==> src/efra_pkg.sv <==
`timescale 1ns / 1ps

package efra_pkg;

    localparam int START_W   = 40;
    localparam int TIME_W    = 48;
    localparam int COUNT_W   = 32;
    localparam int ROOM_W    = 4;
    localparam int CFG_W     = 5;
    localparam int ROOMS_DEF = 16;

    localparam logic [CFG_W-1:0] CFG_RESET = 5'd16;

    typedef struct packed {
        logic [START_W-1:0] req_start;
        logic [START_W-1:0] end_time;
    } job_beat_t;

    typedef struct packed {
        logic [ROOM_W-1:0] room;
        logic [TIME_W-1:0] actual_start;
        logic [TIME_W-1:0] actual_end;
        logic [ROOM_W-1:0] busiest_room;
    } grant_beat_t;

    // scan record walking down the cell chain (room index travels beside it)
    typedef struct packed {
        logic               valid;
        logic               found;
        logic [TIME_W-1:0]  best_time;
        logic [COUNT_W-1:0] best_count;
    } scan_rec_t;

    // write-back of the chosen room
    typedef struct packed {
        logic              en;
        logic [TIME_W-1:0] finish;
    } commit_t;

    typedef enum logic [1:0] {
        ST_IDLE,
        ST_SCAN,
        ST_DONE
    } state_t;

endpackage

==> src/efra_cell.sv <==
`timescale 1ns / 1ps

module efra_cell #(
    parameter int INDEX = 0,
    parameter int IDX_W = 4
) (
    input  logic                                 clk,
    input  logic                                 rst_n,
    input  logic [efra_pkg::CFG_W-1:0]           rooms_in_use,
    input  logic [efra_pkg::START_W-1:0]         req_start,
    input  efra_pkg::scan_rec_t                  rec_in,
    input  logic [IDX_W-1:0]                     pick_in,
    output efra_pkg::scan_rec_t                  rec_out,
    output logic [IDX_W-1:0]                     pick_out,
    input  efra_pkg::commit_t                    commit,
    input  logic [IDX_W-1:0]                     commit_pick
);

    localparam int TW = efra_pkg::TIME_W;
    localparam int SW = efra_pkg::START_W;
    localparam int CW = efra_pkg::COUNT_W;
    localparam int FW = efra_pkg::CFG_W;
    localparam logic [IDX_W-1:0] ME = IDX_W'(INDEX);

    logic [TW-1:0]       free_reg;
    logic [CW-1:0]       count_reg;
    efra_pkg::scan_rec_t rec_reg;
    efra_pkg::scan_rec_t rec_next;
    logic [IDX_W-1:0]    pick_reg;
    logic [IDX_W-1:0]    pick_next;
    logic                active;
    logic                is_free;

    // room zero always takes part, even with a zero room count
    assign active  = (INDEX == 0) || ({{(32-FW){1'b0}}, rooms_in_use} > 32'(INDEX));
    assign is_free = free_reg <= {{(TW-SW){1'b0}}, req_start};

    always_comb
    begin
        rec_next  = rec_in;
        pick_next = pick_in;
        if (rec_in.valid && active && !rec_in.found)
        begin
            if (is_free)
            begin
                rec_next.found      = 1'b1;
                rec_next.best_time  = free_reg;
                rec_next.best_count = count_reg;
                pick_next           = ME;
            end
            // room zero seeds the earliest-free search, even when pinned at full scale
            else if ((INDEX == 0) || (free_reg < rec_in.best_time))
            begin
                rec_next.best_time  = free_reg;
                rec_next.best_count = count_reg;
                pick_next           = ME;
            end
        end
    end

    always_ff @(posedge clk or negedge rst_n)
    begin
        if (!rst_n)
        begin
            rec_reg  <= '0;
            pick_reg <= '0;
        end
        else
        begin
            rec_reg  <= rec_next;
            pick_reg <= pick_next;
        end
    end

    // booking state of this room
    always_ff @(posedge clk or negedge rst_n)
    begin
        if (!rst_n)
        begin
            free_reg  <= '0;
            count_reg <= '0;
        end
        else if (commit.en && (commit_pick == ME))
        begin
            free_reg <= commit.finish;
            if (count_reg != {CW{1'b1}})
            begin
                count_reg <= count_reg + CW'(1);
            end
        end
    end

    assign rec_out  = rec_reg;
    assign pick_out = pick_reg;

endmodule

==> config.mk <==
export PLATFORM = sky130hd
export DESIGN_NAME = efra_cell
export DESIGN_NICKNAME = d
export VERILOG_FILES = /design/src/efra_pkg.sv /design/src/efra_cell.sv
export SDC_FILE = /design/constraint.sdc
export NUM_CORES = 1
export LEC_CHECK = 0
export BUFFER_PORTS_ARGS = -buffer_cell sky130_fd_sc_hd__buf_2
export CORE_MARGIN = 2
export CORE_UTILIZATION = 43
export CTS_CLUSTER_SIZE = 28
export DETAILED_ROUTE_END_ITERATION = 6
export PLACE_DENSITY = 0.81
export SLEW_MARGIN = 20
export SYNTH_ARGS = -nofsm -noshare
export SYNTH_HDL_FRONTEND = slang
export SYNTH_SLANG_ARGS = --single-unit
==> constraint.sdc <==
create_clock -name clk -period 4.4 [get_ports clk]
set_input_delay 0.88 -clock clk [delete_from_list [all_inputs] [get_ports clk]]
set_output_delay 0.88 -clock clk [all_outputs]
set_load 0.05 [all_outputs]
==> flow_metrics.tcl <==
set metrics [dict create \
    area_growth_pct 29.1 \
    setup_ws_ns 2.05 \
    worstSetupStartpoint "commit_pick[1]" \
    maxSlewHeadroom_pct 42.6 \
    cts_setup_buffers 0 \
    pre_cts_ws_ns 1.62 \
    layout-drive-gt1-share_pct 52.5 \
    seq_area_frac_synth_pct 55.3 \
    fin_nets 1064 \
    clk_path_buf_depth 2 \
    place_hpwl_um 13000 \
    clk_latency_ns 0.42 \
    powerDensity_nw_per_um2 432 \
    layout_common_cells "265 x buf_2, 166 x dfrtp_1, 127 x mux2_2, 44 x inv_1, 41 x ha_1" \
    r2r-end "rec_out[80]" \
    num_vias 5313 \
    fin_area_um2 9700 \
    place_congestion 0.788 \
    critPathCapture "count_reg[13]" \
    cts_sinks 166 \
    drv_slew 0 \
    synth_nets 791 \
    ant_nets 0 \
    rsz0062_at_grt "false" \
    wl_per_cell_um 16.4 \
    drc 0 \
    p_leak_nw 4.91 \
    synth.distinct_cells 46 \
    peakVddDrop_mv 0.252 \
    synthArstFlopShare_pct 100 \
    drt_pre_antenna_iters 4 \
    grt_pass1_wl_um 27700 \
    grt_max_degree 94 \
    die_x_um 136 \
    drt-vias-per-instance 4.95 \
    hold_buffers 0 \
    fillCellCount 1479 \
    syn_area_um2 7510 \
    grt_pass1_vias 5714 \
    dieArea_um2 18500 \
    syn_inst 564 \
    clockRootBuffer "clkbuf_16" \
    drt_iter0_markers 221 \
    yosys_register_bits 166 \
    cp.arrival_ns 2.65 \
    routed_wl_um 17600 \
    hold_viol_final 0 \
    fin_crit_ns 2.35 \
    cts_buffers 17 \
    post_synth.cell_area_avg_um2 13.3 \
    finalHoldWorstSlack_ns 0.506 \
    crit_fanout 54 \
    end_kind "register" \
    start_util_pct 43.7 \
    n_antenna_cell 0 \
    largest_reg_flops 82 \
    grt.total_usage_pct 19.5 \
    htree_levels 4 \
    num_io_pins 272 \
    power.total_mw 4.19 \
    cts_resized 0 \
    period_share_pct 53.5 \
    rrSetupSlack_ns 2.30 \
    core_um2 17200 \
    yosys_warnings 0 \
    grt_overflow_total 0 \
    worstReg2RegStart "free_reg[27]" \
    ys.flop_type "dfrtp_1" \
    final_common_cell "buf_2" \
    drv_cap 0 \
    numPortBuffers 266 \
    critPathRequiredTime_ns 4.70 \
    antenna_found_initial 0 \
    hold_path_class "reg2reg" \
    fin_tns_setup_ns 0 \
    path_class "in2reg" \
    cts_tree "done" \
    num_rows 48 \
    clkTransAtPathRegs_ns 0.06 \
    skew_ns 0.00690 \
    die_h_um 136 \
    finalSetupViolCount 0 \
    synth_edf_count 0 \
    cp-start-kind "input pin" \
    worst_pin_slew_ns 0.859 \
    fmax_mhz 425 \
    placed_area_um2 9120 \
    outcome "finished clean" \
    rr_worst_depth 7 \
]
==> worst min-delay path by stage <==
stage                         end  depth (start not counted)  slack (ns)     startpoint
detailed placement   count_reg[7]                          1        0.49   count_reg[7]
finish               count_reg[7]                          1        0.51   count_reg[7]
CTS                  count_reg[7]                          1        0.50   count_reg[7]
global route         count_reg[7]                          1        0.52   count_reg[7]
floorplan            count_reg[7]                          1        0.45   count_reg[7]
global placement    count_reg[13]                          1        0.49  count_reg[13]
==> metrics by stage <==
stage | cells | util, %
after global placement | 1043 | 53.1
final | 1074 | 56.5
after detailed placement | 1043 | 53.1
after floorplan | 564 | -
after CTS | 1074 | 56.5
after global routing | 1074 | 56.5
==> power by group <==
part / switching [mW] / leakage (nW) / internal, mW
clock network: 0.617 / 0.272 / 0.851
logic: 0.528 / 2.58 / 0.358
registers: 0.124 / 2.06 / 1.71
==> metal layers <==
metal | part of all wire, % | GRT usage [%] | vias to the layer above
li1 | - | - | 2519
met1 | 38 | 21.8 | 2575
met2 | 52 | 34.4 | 197
met3 | 8.3 | 7.31 | 22
met4 | 1.7 | 6.25 | 0
met5 | 0 | 0 | -
==> Yosys cell counts, drive strengths merged (8+ instances only) <==
library cell  number  area, um2
inv               44        165
nand3             15       92.6
a21oi             12       60.1
mux2             128       1450
nand2             28        105
xnor2             23        201
dfrtp            166       4150
nor2               8       30.0
ha                41        513
xor2               8       70.1
nand4             15        121
buf               14       70.1
and3              10       73.8
==> critical path, stage by stage <==
cell and delay [ns]:
buf_2 0.10, nor4_1 0.26, and2_2 0.21, buf_12 0.29, and3_2 0.32, o211a_1 0.27, nand4_1 0.14, xnor2_1 0.15
==> logic make-up (layout without fill, tap and decap cells) <==
family,Yosys count,count (layout),share of synthesized area [%]
compound gates,32,32,2.75
xor+xnor,31,31,3.62
fa+ha+maj,41,41,6.83
buf+inv,59,344,3.18
flops,166,166,55.3
mux,128,128,19.2
simple gates,107,107,9.05
==> final cells by class <==
type	count	area (um2)	share of cell area [%]
sequential	166	4150	42.8
timing repair buffer	269	1400	14.4
tap	225	282	2.90
multi-input combinational	339	3120	32.2
inverter	44	165	1.70
clock inverter	11	128	1.32
clock buffer	20	447	4.61
No activity file was read; power rests on OpenSTA's default activity.
